$ cat src/rtl/sajc_pkg.sv
// Shared types and constants of the servo axis jog controller.
`timescale 1ns / 1ps
`default_nettype none

package sajc_pkg;

   localparam int AXES_DEFAULT = 4;
   localparam int LIMIT_AXES   = 4;
   localparam int CSR_IDX_W    = 3;
   localparam int CSR_DATA_W   = 12;
   localparam int POS_W        = 12;
   localparam int STEP_W       = 4;

   typedef enum logic [1:0] {
      REQ_BUTTON = 2'd0,
      REQ_STICK  = 2'd1,
      REQ_TICK   = 2'd2,
      REQ_REHOME = 2'd3
   } sajc_req_kind_type;

   localparam logic [3:0] MOTOR_BUTTON = 4'd6;
   localparam logic [3:0] STICK_JOG    = 4'd1;
   localparam logic [3:0] STICK_ANGLE  = 4'd3;
   localparam logic [2:0] MOTOR_REG    = 3'd4;
   localparam logic [2:0] ANGLE_REG    = 3'd5;

   localparam logic [LIMIT_AXES-1:0][POS_W-1:0] MIN_RESET = {12'd100, 12'd100, 12'd100, 12'd150};
   localparam logic [LIMIT_AXES-1:0][POS_W-1:0] MAX_RESET = {12'd550, 12'd475, 12'd380, 12'd500};

   typedef struct packed {
      logic [1:0]         req_type;
      logic [3:0]         control_id;
      logic               pressed;
      logic signed [15:0] stick_value;
   } sajc_req_type;

   typedef struct packed {
      logic [2:0]  reg_index;
      logic [15:0] reg_value;
      logic        last_write;
   } sajc_rsp_type;

   typedef struct packed {
      logic                     commit;
      logic [1:0]               req_type;
      logic [3:0]               control_id;
      logic                     pressed;
      logic signed [STEP_W-1:0] jog_step;
   } sajc_axis_ctrl_type;

   typedef struct packed {
      logic             tick_hit;
      logic [2:0]       tick_index;
      logic [POS_W-1:0] tick_value;
      logic [POS_W-1:0] rehome_value;
   } sajc_axis_status_type;

endpackage

`default_nettype wire

$ cat src/rtl/servo_axis_jog_controller.sv
// Top level of the servo axis jog controller: input stage, sequencing and result register.
//
// Usage: event transactions enter on req_valid/req_stall with req_data; register
// write transactions leave on rsp_valid/rsp_stall with rsp_data. Limits are written
// on csr_we/csr_index/csr_wdata; the user is to write them only while the block is
// idle, which the block itself does not enforce. A transaction is held in the input
// register and its result passes to the result register, which drives rsp_valid.
// Throughput: one transaction per cycle for button, stick and tick events, each
// giving at most one write, while the receiver does not stall. A rehome holds the
// input stage until it has given one write per axis (four at the default), as the
// result register takes one write a cycle.
// Reset (synchronous, active high) restores the limit defaults, puts every axis at
// its minimum, clears selections, the motor gate and the jog step, and empties both
// stages. When the receiver stalls, the pending result holds in the result register,
// and the input stage holds once its own transaction has a result to deliver.
`timescale 1ns / 1ps
`default_nettype none

module servo_axis_jog_controller #(
   parameter int AXES = sajc_pkg::AXES_DEFAULT
) (
   input  logic                            clock,
   input  logic                            reset,
   input  logic                            req_valid,
   output logic                            req_stall,
   input  sajc_pkg::sajc_req_type          req_data,
   output logic                            rsp_valid,
   input  logic                            rsp_stall,
   output sajc_pkg::sajc_rsp_type          rsp_data,
   input  logic                            csr_we,
   input  logic [sajc_pkg::CSR_IDX_W-1:0]  csr_index,
   input  logic [sajc_pkg::CSR_DATA_W-1:0] csr_wdata
);
   import sajc_pkg::*;

   localparam int NAX  = AXES < LIMIT_AXES ? AXES : LIMIT_AXES;
   localparam int IDXW = NAX > 1 ? $clog2(NAX) : 1;

   logic                     in_valid_ff;
   sajc_req_type             in_ff;
   logic [IDXW-1:0]          rh_idx_ff;
   logic                     motor_gate_ff;
   logic signed [STEP_W-1:0] jog_step_ff;
   logic                     out_valid_ff;
   sajc_rsp_type             out_ff;

   logic signed [STEP_W-1:0] stick_step;
   logic [15:0]              motor_speed;
   logic [15:0]              angle;
   sajc_axis_ctrl_type       axis_ctrl;
   sajc_axis_status_type     axis_status;

   logic         has_result;
   sajc_rsp_type result;
   logic         rh_last;
   logic         out_ready;
   logic         emit;
   logic         done;

   sajc_stick u_stick (
      .stick_value (in_ff.stick_value),
      .jog_step    (stick_step),
      .motor_speed (motor_speed),
      .angle       (angle)
   );

   sajc_axes #(
      .AXES (AXES)
   ) u_axes (
      .clock      (clock),
      .reset      (reset),
      .csr_we     (csr_we),
      .csr_index  (csr_index),
      .csr_wdata  (csr_wdata),
      .ctrl       (axis_ctrl),
      .rehome_idx (rh_idx_ff),
      .status     (axis_status)
   );

   always_comb begin
      rh_last    = (rh_idx_ff == IDXW'(NAX - 1));
      has_result = 1'b0;
      result     = '0;
      unique case (in_ff.req_type)
         REQ_BUTTON: begin
         end
         REQ_STICK: begin
            if (in_ff.control_id == STICK_JOG) begin
               has_result = motor_gate_ff;
               result     = '{reg_index: MOTOR_REG, reg_value: motor_speed, last_write: 1'b1};
            end else if (in_ff.control_id == STICK_ANGLE) begin
               has_result = 1'b1;
               result     = '{reg_index: ANGLE_REG, reg_value: angle, last_write: 1'b1};
            end
         end
         REQ_TICK: begin
            has_result = axis_status.tick_hit;
            result     = '{reg_index: axis_status.tick_index,
                           reg_value: {4'b0, axis_status.tick_value}, last_write: 1'b1};
         end
         REQ_REHOME: begin
            has_result = 1'b1;
            result     = '{reg_index: 3'(rh_idx_ff),
                           reg_value: {4'b0, axis_status.rehome_value}, last_write: rh_last};
         end
         default: begin
         end
      endcase
      out_ready = !out_valid_ff || !rsp_stall;
      emit      = in_valid_ff && has_result && out_ready;
      done      = in_valid_ff && (has_result ?
                  (out_ready && (in_ff.req_type != REQ_REHOME || rh_last)) : 1'b1);
      req_stall = in_valid_ff && !done;

      axis_ctrl.commit     = done;
      axis_ctrl.req_type   = in_ff.req_type;
      axis_ctrl.control_id = in_ff.control_id;
      axis_ctrl.pressed    = in_ff.pressed;
      axis_ctrl.jog_step   = jog_step_ff;
   end

   always_ff @(posedge clock) begin
      if (reset) begin
         in_valid_ff   <= 1'b0;
         in_ff         <= '0;
         rh_idx_ff     <= '0;
         motor_gate_ff <= 1'b0;
         jog_step_ff   <= '0;
         out_valid_ff  <= 1'b0;
      end else begin
         if (req_valid && !req_stall) begin
            in_valid_ff <= 1'b1;
            in_ff       <= req_data;
         end else if (done) begin
            in_valid_ff <= 1'b0;
         end
         if (emit && in_ff.req_type == REQ_REHOME) begin
            rh_idx_ff <= rh_last ? '0 : rh_idx_ff + 1'b1;
         end
         if (done && in_ff.req_type == REQ_BUTTON && in_ff.control_id == MOTOR_BUTTON) begin
            motor_gate_ff <= in_ff.pressed;
         end
         if (done && in_ff.req_type == REQ_STICK && in_ff.control_id == STICK_JOG) begin
            jog_step_ff <= stick_step;
         end
         if (emit) begin
            out_valid_ff <= 1'b1;
            out_ff       <= result;
         end else if (!rsp_stall) begin
            out_valid_ff <= 1'b0;
         end
      end
   end

   assign rsp_valid = out_valid_ff;
   assign rsp_data  = out_ff;

endmodule

`default_nettype wire

$ cat src/rtl/sajc_stick.sv
// Stick deflection scaling: jog step, motor speed and clamped angle.
`timescale 1ns / 1ps
`default_nettype none

module sajc_stick (
   input  logic signed [15:0]                  stick_value,
   output logic signed [sajc_pkg::STEP_W-1:0]  jog_step,
   output logic [15:0]                         motor_speed,
   output logic [15:0]                         angle
);
   import sajc_pkg::*;

   localparam logic [16:0] JOG_MUL   = 17'd107375;
   localparam int          JOG_SHIFT = 29;
   localparam logic [16:0] SPD_MUL   = 17'd119838;
   localparam int          SPD_SHIFT = 22;
   localparam logic [16:0] ANG_MUL   = 17'd83887;
   localparam int          ANG_SHIFT = 23;
   localparam logic [9:0]  ANG_MAX   = 10'd300;

   logic        neg;
   logic [15:0] mag;
   logic [32:0] jog_prod;
   logic [32:0] spd_prod;
   logic [32:0] ang_prod;
   logic [3:0]  jog_q;
   logic [10:0] spd_q;
   logic [9:0]  ang_q;

   always_comb begin
      neg      = stick_value[15];
      mag      = neg ? 16'(-stick_value) : 16'(stick_value);
      jog_prod = {17'b0, mag} * {16'b0, JOG_MUL};
      spd_prod = {17'b0, mag} * {16'b0, SPD_MUL};
      ang_prod = {17'b0, mag} * {16'b0, ANG_MUL};
      jog_q    = jog_prod[JOG_SHIFT+3:JOG_SHIFT];
      spd_q    = spd_prod[SPD_SHIFT+10:SPD_SHIFT];
      ang_q    = ang_prod[ANG_SHIFT+9:ANG_SHIFT];
      jog_step = neg ? -$signed(jog_q) : $signed(jog_q);
      motor_speed = neg ? -{5'b0, spd_q} : {5'b0, spd_q};
      if (neg) begin
         angle = 16'd0;
      end else if (ang_q > ANG_MAX) begin
         angle = {6'b0, ANG_MAX};
      end else begin
         angle = {6'b0, ang_q};
      end
   end

endmodule

`default_nettype wire

$ cat src/rtl/sajc_axes.sv
// Axis positions, selection flags and limit registers with jog and rehome update.
`timescale 1ns / 1ps
`default_nettype none

module sajc_axes #(
   parameter int AXES = sajc_pkg::AXES_DEFAULT
) (
   input  logic                                  clock,
   input  logic                                  reset,
   input  logic                                  csr_we,
   input  logic [sajc_pkg::CSR_IDX_W-1:0]        csr_index,
   input  logic [sajc_pkg::CSR_DATA_W-1:0]       csr_wdata,
   input  sajc_pkg::sajc_axis_ctrl_type          ctrl,
   input  logic [((AXES < sajc_pkg::LIMIT_AXES ? AXES : sajc_pkg::LIMIT_AXES) > 1 ?
                  $clog2(AXES < sajc_pkg::LIMIT_AXES ? AXES : sajc_pkg::LIMIT_AXES) : 1)-1:0]
                                                 rehome_idx,
   output sajc_pkg::sajc_axis_status_type        status
);
   import sajc_pkg::*;

   localparam int NAX  = AXES < LIMIT_AXES ? AXES : LIMIT_AXES;
   localparam int IDXW = NAX > 1 ? $clog2(NAX) : 1;

   logic [LIMIT_AXES-1:0][POS_W-1:0] min_ff;
   logic [LIMIT_AXES-1:0][POS_W-1:0] max_ff;
   logic [NAX-1:0][POS_W-1:0]        pos_ff;
   logic [NAX-1:0]                   sel_ff;

   logic [IDXW-1:0]        tick_idx;
   logic signed [POS_W+1:0] tick_sum;
   logic [POS_W-1:0]       tick_in;
   logic [POS_W-1:0]       rehome_in;

   always_comb begin
      tick_idx  = '0;
      rehome_in = min_ff[0];
      for (int i = NAX - 1; i >= 0; i--) begin
         if (sel_ff[i]) begin
            tick_idx = IDXW'(i);
         end
      end
      for (int i = 0; i < NAX; i++) begin
         if (rehome_idx == IDXW'(i)) begin
            rehome_in = min_ff[i];
         end
      end
      tick_sum = $signed({2'b00, pos_ff[tick_idx]}) + (POS_W+2)'(ctrl.jog_step);
      if (tick_sum < $signed({2'b00, min_ff[tick_idx]})) begin
         tick_in = min_ff[tick_idx];
      end else if (tick_sum > $signed({2'b00, max_ff[tick_idx]})) begin
         tick_in = max_ff[tick_idx];
      end else begin
         tick_in = tick_sum[POS_W-1:0];
      end
      status.tick_hit     = |sel_ff;
      status.tick_index   = 3'(tick_idx);
      status.tick_value   = tick_in;
      status.rehome_value = rehome_in;
   end

   always_ff @(posedge clock) begin
      if (reset) begin
         min_ff <= MIN_RESET;
         max_ff <= MAX_RESET;
         sel_ff <= '0;
         for (int i = 0; i < NAX; i++) begin
            pos_ff[i] <= MIN_RESET[i];
         end
      end else begin
         if (csr_we) begin
            if (csr_index[2]) begin
               max_ff[csr_index[1:0]] <= csr_wdata;
            end else begin
               min_ff[csr_index[1:0]] <= csr_wdata;
            end
         end
         if (ctrl.commit) begin
            unique case (ctrl.req_type)
               REQ_BUTTON: begin
                  for (int i = 0; i < NAX; i++) begin
                     if (ctrl.pressed) begin
                        sel_ff[i] <= (ctrl.control_id == 4'(i));
                     end else if (ctrl.control_id == 4'(i)) begin
                        sel_ff[i] <= 1'b0;
                     end
                  end
               end
               REQ_TICK: begin
                  if (|sel_ff) begin
                     pos_ff[tick_idx] <= tick_in;
                  end
               end
               REQ_REHOME: begin
                  sel_ff <= '0;
                  for (int i = 0; i < NAX; i++) begin
                     pos_ff[i] <= min_ff[i];
                  end
               end
               default: begin
               end
            endcase
         end
      end
   end

endmodule

`default_nettype wire

$ cat config.mk
export PLATFORM = sky130hd
export DESIGN_NAME = servo_axis_jog_controller
export DESIGN_NICKNAME = d
export VERILOG_FILES = /design/src/rtl/sajc_pkg.sv /design/src/rtl/servo_axis_jog_controller.sv /design/src/rtl/sajc_stick.sv /design/src/rtl/sajc_axes.sv
export SDC_FILE = /design/constraint.sdc
export NUM_CORES = 1
export LEC_CHECK = 0
export BUFFER_PORTS_ARGS = -buffer_cell sky130_fd_sc_hd__buf_2
export CORE_ASPECT_RATIO = 0.6
export CORE_UTILIZATION = 60
export DETAILED_ROUTE_END_ITERATION = 8
export PLACE_DENSITY = 0.75
export SLEW_MARGIN = 20
export SYNTH_ARGS = -nofsm -noshare
export SYNTH_HDL_FRONTEND = slang
export SYNTH_HIERARCHICAL = 1
export SYNTH_SLANG_ARGS = --single-unit
$ cat constraint.sdc
create_clock -name clock -period 9.49 [get_ports clock]
set_clock_uncertainty 0.1 [all_clocks]
set_input_delay 0.4745 -clock clock [delete_from_list [all_inputs] [get_ports clock]]
set_output_delay 0.4745 -clock clock [all_outputs]
set_load 0.02 [all_outputs]
==> results of run 1 <==
## metal layers
layer  GRT usage (%)  up-vias  part of all wire [%]
met1           61.43    10500                    46
met2           51.71     1244                    38
met5               0        -                     0
li1                -     9594                     -
met3           16.85       79                    16
met4           5.564        0                  0.97
## cells by family (layout without fill, tap and decap cells)
kind of cell | Yosys count | after routing | synth area share (%)
and+or+nand+nor | 753 | 753 | 14.22
adders and majority gates | 628 | 628 | 39.02
buffers and inverters | 568 | 603 | 9.085
AOI/OAI and AO/OA | 524 | 524 | 14.49
DFF | 200 | 200 | 16.77
muxes | 82 | 82 | 3.948
xor gates and xnor gates | 69 | 69 | 2.441
other | 2 | 8 | 0.02996
## sequential cells by signal (all words and copies together), names as in the netlist
name           flops
u_axes/max_ff     48
u_axes/min_ff     48
u_axes/pos_ff     48
rsp_data          20
in_ff             16
axis_ctrl          7
jog_step_ff        4
u_axes/sel_ff      4
rh_idx_ff          2
in_valid_ff        1
motor_gate_ff      1
rsp_valid          1
## worst paths after layout
kind	start	to	slack [ns]	depth (start not counted)
max	in_ff[2]$_SDFFE_PP0P_	rsp_data[4]$_SDFFCE_PN0P_	0.48	31
min	req_data[18]	axis_ctrl[6]$_SDFFE_PP0P_	0.16	3
max reg2reg	in_ff[2]$_SDFFE_PP0P_	rsp_data[4]$_SDFFCE_PN0P_	0.48	31
min reg2reg	u_axes/max_ff[42]$_SDFFE_PP0P_	u_axes/max_ff[42]$_SDFFE_PP0P_	0.36	2
## power by group through the flow
| stage | sequential (mW) | combinational (mW) | clock, mW |
|---|---|---|---|
| after floorplan | 0.905 | 4.75 | 0 |
| after CTS | 0.891 | 6.65 | 0.798 |
| after global placement | 0.910 | 6.30 | 0 |
| final | 0.892 | 6.78 | 0.799 |
| after detailed placement | 0.911 | 6.57 | 0 |
| after global routing | 0.894 | 7.63 | 0.835 |
## worst min-delay path, stage by stage
cell and delay [ns]:
buf_2 0.09, nand2b_1 0.05, mux2i_1 0.06
## cell type report
| cell class | count | area, um^2 |
|---|---|---|
| Fill cell | 3395 | 14160 |
| Inverter | 456 | 1712 |
| Multi-Input combinational cell | 2064 | 18680 |
| Clock inverter | 15 | 203.9 |
| Timing Repair Buffer | 115 | 709.4 |
| Clock buffer | 17 | 425.4 |
| Sequential cell | 200 | 4204 |
| Tap cell | 560 | 700.7 |
## synth_stat cells (15+ instances only)
master	number	area share [%]
inv_1	456	6.8
ha_1	372	19
nand2_1	291	4.4
fa_1	256	20
nor2_1	191	2.9
dfxtp_1	180	14
a21oi_1	152	3.0
o21ai_0	81	1.6
clkbuf_1	72	1.1
mux2i_1	55	2.2
nand2b_1	53	1.3
xnor2_1	46	1.6
nor3_1	37	0.74
a21o_1	35	1.0
nand3_1	27	0.54
a31oi_1	25	0.62
nand3b_1	25	0.75
nor2b_1	23	0.57
xor2_1	22	0.77
edfxtp_1	20	2.4
nand4_1	20	0.50
a221oi_1	19	0.66
o221ai_1	19	0.66
a222oi_1	18	0.72
a211o_1	17	0.59
mux2_2	15	0.67
==> summary.md, run 1 <==
| Metric | Value |
|---|---|
| Outcome | finished clean |
| CTS root buf | clkbuf_16 |
| H-tree depth | 4 |
| Clock Latency Late Sink | roughly 0.46 ns |
| Die width | 265.9 um |
| Post-Route WL | approximately 83000 um |
| Relative slew margins | between 20% and 30% |
| Commonest non-fill, non-tap cell in the layout | inv_1 |
| Switch share | 53.12% |
| Min Hold Slack | roughly 0.16 ns |
| Fmax | 111.0 MHz |
| CP max-delay cell | fa_1 |
| Average size of a mapped cell | 8.870 um^2 |
| Setup violators final | 0 |
| Starting density of the core | between 60 and 70% |
| Vias per inst | around 6.2 |
| # resized after CTS | 0 |
| Total CTS buffers | 17 |
| VDD IR max | about 470 uV |
| Setup TNS | 0 ns |
| Clock tree buffer depth | 2 |
| Starting DRT DRC Count | about 2600 |
| Post-cts hold buffer count | 0 |
| Port-buffer cells | between 60 and 70 |
| Setup Buffers After CTS | 0 |
| CP most frequent cell | inv_1 |
| Dpl hpwl | between 60000 and 70000 um |
| Row count | 57 |
| Setup CP Type | register to register |
| Max-cap viol count | 0 |
| Vias in the first global route | ~21000 |
| Sequential element share of the synthesized area | roughly 17% |
| Area grow syn2layout | 6.250% |
| Clock sinks | 200 |
| DP Cell Count | 3395 |
| Worst-path clk slew | approximately 0.090 ns |
| I/O pin count | 65 |
| Internal power | between 3 and 4 mW |
| First-pass GRT wire length | about 130000 um |
| Gate power share | around four fifths |
| Residual DRC | 0 |
| Library cells used by synthesis | approximately 110 |
| Startpoint Class | register |
| Post-route clock period utilization | a little over nine tenths |
| Share of cells above drive strength 1 | between 8 and 9% |
| Ys Warns | 6 |
| Sequential share of power | 10.5% |
| Slew Viols, Final | 0 |
| WP buf/inv | 6 |
| Pin count of the biggest net entering global routing | ~110 |
| Req. time, crit path | ~9.6 ns |
| All-Layer GR Usage | between 30 and 40% |
| Worst-path maximum fanout | 8 |
| Clock period minus worst slack | between 9 and 10 ns |
| Final core utilization | between 60% and 70% |
| Fin cells | about 3400 |
| CTS tree | yes |
| CP Capture Type | register |
| Final WS setup | approximately 0.48 ns |
| Number of cells produced by synthesis | 2826 |
| Die area | between 40000 and 50000 um^2 |
| Slew @ Worst Pin | about 1.2 ns |
| Via count | 21420 |
| Pwr dens | about 320 nW/um^2 |
| RSZ-0062 raised after global routing | no |
| Total power | between 8 and 9 mW |
| Leak | 13.15 nW |
| Hold Path Class | input port to register |
| Post-route ant nets | 0 |
| Dpl ws | 0.6159 ns |
| N_diodes | 0 |
| Worst EP arrival | a little over 9 ns |
| RD Place Congestion | 1.041 |
| Post-synthesis async set-or-reset flop share | 0% |
| Most frequent cells in the layout | 456 x inv_1, 371 x ha_1, 291 x nand2_1 |
| Clk network pwr share | 9.4% |
| Die extent in y | approximately 160 um |
| Main flop type after synthesis | dfxtp_1 |
| Top delay family on crit path | adder cells |
| Final instance area | around 27000 um^2 |
| Total core area | roughly 41000 um^2 |
| NumNets Final | 3525 |
| Fin. Hold Viols | 0 |
| Area after DPL | roughly 26000 um^2 |
| Initial antenna violation count | 3 |
| Synth Register Bits | 200 |
| Detailed Routing Iterations Pass 1 | 7 |
| GRT overflow | 0 |
| Routed WL per cell | between 20 and 25 um |
| Post-synthesis cell area | approximately 25000 um^2 |
| Net Switching | around 4.5 mW |
| Max incr delay on CP | 0.59 ns |
| Number of synthesized flops with an enable pin | 20 |
(Power assumes the default switching activity.)
==> run 2: changes to the inputs <==
--- a/config.mk
+++ b/config.mk
@@ -9,6 +9,7 @@
 export CORE_ASPECT_RATIO = 0.6
 export CORE_UTILIZATION = 60
 export DETAILED_ROUTE_END_ITERATION = 8
+export MAX_ROUTING_LAYER = met4
 export PLACE_DENSITY = 0.75
 export SLEW_MARGIN = 20
 export SYNTH_ARGS = -nofsm -noshare
==> summary.md, run 2 (synthesized netlist as in run 1, its figures left out) <==
| Metric | Value |
|---|---|
| Total CTS buffers | 17 |
| H-tree depth | 4 |
| Post-route ant nets | 0 |
| Worst EP arrival | 9.37 ns |
| Startpoint Class | register |
| CTS tree | yes |
| Slew Viols, Final | 0 |
| Fin cells | 3425 |
| Final WS setup | about 0.33 ns |
| Met2 Track Usage GR | between 50% and 60% |
| Area of the multi-input gates | roughly 19000 um^2 |
| Setup violators final | 0 |
| Outcome | finished clean |
| Most frequent cells in the layout | 455 x inv_1, 372 x ha_1, 291 x nand2_1 |
| Starting density of the core | ~60% |
| Met1 usage | about three fifths |
| RR Endpoint | rsp_data[1]$_SDFFCE_PN0P_ |
| Largest registers | u_axes/max_ff: 48 flops, u_axes/min_ff: 48 flops, u_axes/pos_ff: 48 flops |
| Clock period minus worst slack | just over 9 ns |
| Clock tree buffer depth | 2 |
| Area grow syn2layout | 6.035% |
| Worst Setup SP | in_ff[2]$_SDFFE_PP0P_ |
| VDD IR max | between 400 and 500 uV |
| Routed WL per cell | between 20 and 25 um |
| Vias in the first global route | 21300 |
| Fin. Hold Viols | 0 |
| Share of cells above drive strength 1 | 7.961% |
| CP Capture Type | register |
| Min Hold Slack | ~0.17 ns |
| Post-Route WL | 82020 um |
| Vias per inst | approximately 6.3 |
| Critical R2R Launch | in_ff[2]$_SDFFE_PP0P_ |
| Detailed Routing Iterations Pass 1 | 7 |
| Max-cap viol count | 0 |
| Fillers | roughly 3500 |
| Max incr delay on CP | about 0.58 ns |
| Slew @ Worst Pin | approximately 1.3 ns |
| Post-route clock period utilization | a little over nine tenths |
| Total core area | around 41000 um^2 |
| Die area | between 40000 and 50000 um^2 |
| Sequential cell area | roughly 4200 um^2 |
| All-Layer GR Usage | 40.53% |
| CP endpoint | rsp_data[1]$_SDFFCE_PN0P_ |
| Dpl ws | around 0.4 ns |
| GRT overflow | 0 |
| Worst Reg-to-Reg Cells | 29 |
| DP Cell Count | roughly 3400 |
| Area after DPL | between 20000 and 30000 um^2 |
| GR peak layer | met1 |
| Clock sinks | 200 |
| RD Place Congestion | 1.057 |
| Req. time, crit path | between 9 and 10 ns |
| Die width | 265.9 um |
| I/O pin count | 65 |
| Worst-path maximum fanout | 9 |
| FF-to-FF setup slack | ~0.33 ns |
| CP most frequent cell | fa_1 |
| First-pass GRT wire length | 126100 um |
| Worst-path clk slew | roughly 0.09 ns |
| Commonest non-fill, non-tap cell in the layout | inv_1 |
| Pwr dens | 315.0 nW/um^2 |
| CTS root buf | clkbuf_16 |
| Relative slew margins | between 10% and 20% |
| Setup CP Type | register to register |
| Leak | around 13 nW |
| Starting DRT DRC Count | around 2800 |
| Pin count of the biggest net entering global routing | between 100 and 150 |
| Final instance area | between 20000 and 30000 um^2 |
| Hold Path Class | input port to register |
| Fmax | between 100 and 150 MHz |
| Residual DRC | 0 |
| NumNets Final | approximately 3500 |
| Port-buffer cells | 64 |
| CP max-delay cell | fa_1 |
| Die extent in y | approximately 160 um |
| Dpl hpwl | 67390 um |
| Setup TNS | 0 ns |
| Worst hold path depth | 3 |
| Initial antenna violation count | 6 |
| Clock Latency Late Sink | 0.47 ns |
| Met3 usage | roughly 14% |
| Row count | 57 |
| Via count | 21600 |
## run 2: worst max-delay path, delay by kind of cell, from the launching register on
family                   cells  cell delay, ns
AND/OR/NAND/NOR              8            1.97
XOR/XNOR                     2            0.73
AO/OA/AOI/OAI                8            1.54
adder cells (fa/ha/maj)      7            3.57
buffers and inverters        4            0.74
flip-flops                   1            0.37
## run 2: layout make-up
| type | count | area share (%) |
|---|---|---|
| Antenna cell | 1 | 0.009415 |
| Clock buffer | 18 | 1.615 |
| Clock inverter | 14 | 0.6026 |
| Inverter | 456 | 6.454 |
| Multi-Input combinational cell | 2064 | 70.21 |
| Sequential cell | 200 | 15.82 |
| Tap cell | 560 | 2.636 |
| Timing Repair Buffer | 112 | 2.660 |
## run 2: through the flow
stage / util, % / total power, mW
detailed placement: 63.56 / 7.448
global placement: 63.56 / 7.259
finish: 65.15 / 8.372
floorplan: - / 5.660
global route: 65.15 / 9.298
CTS: 65.00 / 8.273
## run 2: how the worst min path moves through the flow
stage | startpoint | endpoint | slack [ns]
floorplan | u_axes/max_ff[36]$_SDFFE_PP0P_ | u_axes/max_ff[36]$_SDFFE_PP0P_ | 0.34
global placement | u_axes/max_ff[0]$_SDFFE_PP0P_ | u_axes/max_ff[0]$_SDFFE_PP0P_ | 0.34
detailed placement | u_axes/max_ff[39]$_SDFFE_PP0P_ | u_axes/max_ff[39]$_SDFFE_PP0P_ | 0.35
CTS | req_data[20] | axis_ctrl[8]$_SDFFE_PP0P_ | 0.17
global route | req_data[18] | axis_ctrl[6]$_SDFFE_PP0P_ | 0.18
finish | req_data[20] | axis_ctrl[8]$_SDFFE_PP0P_ | 0.17
## run 2: layer usage
metal,up-vias,part of all wire [%]
met5,-,0
met4,0,1.4
met3,94,15
met2,1305,37
met1,10620,46
li1,9588,-
## run 2: where the power goes
part / internal, mW / leakage, nW / switching (mW)
clock network: 0.376 / 0.291 / 0.378
registers: 0.871 / 1.65 / 0.0220
logic: 2.68 / 11.2 / 4.04
## run 2: timing repair
action                                 CTS  global route
hold buffers                             0             0
setup endpoints to repair                0             7
gates resized for setup                  0             7
endpoints found under the hold margin    0             0
setup buffers                            0             0
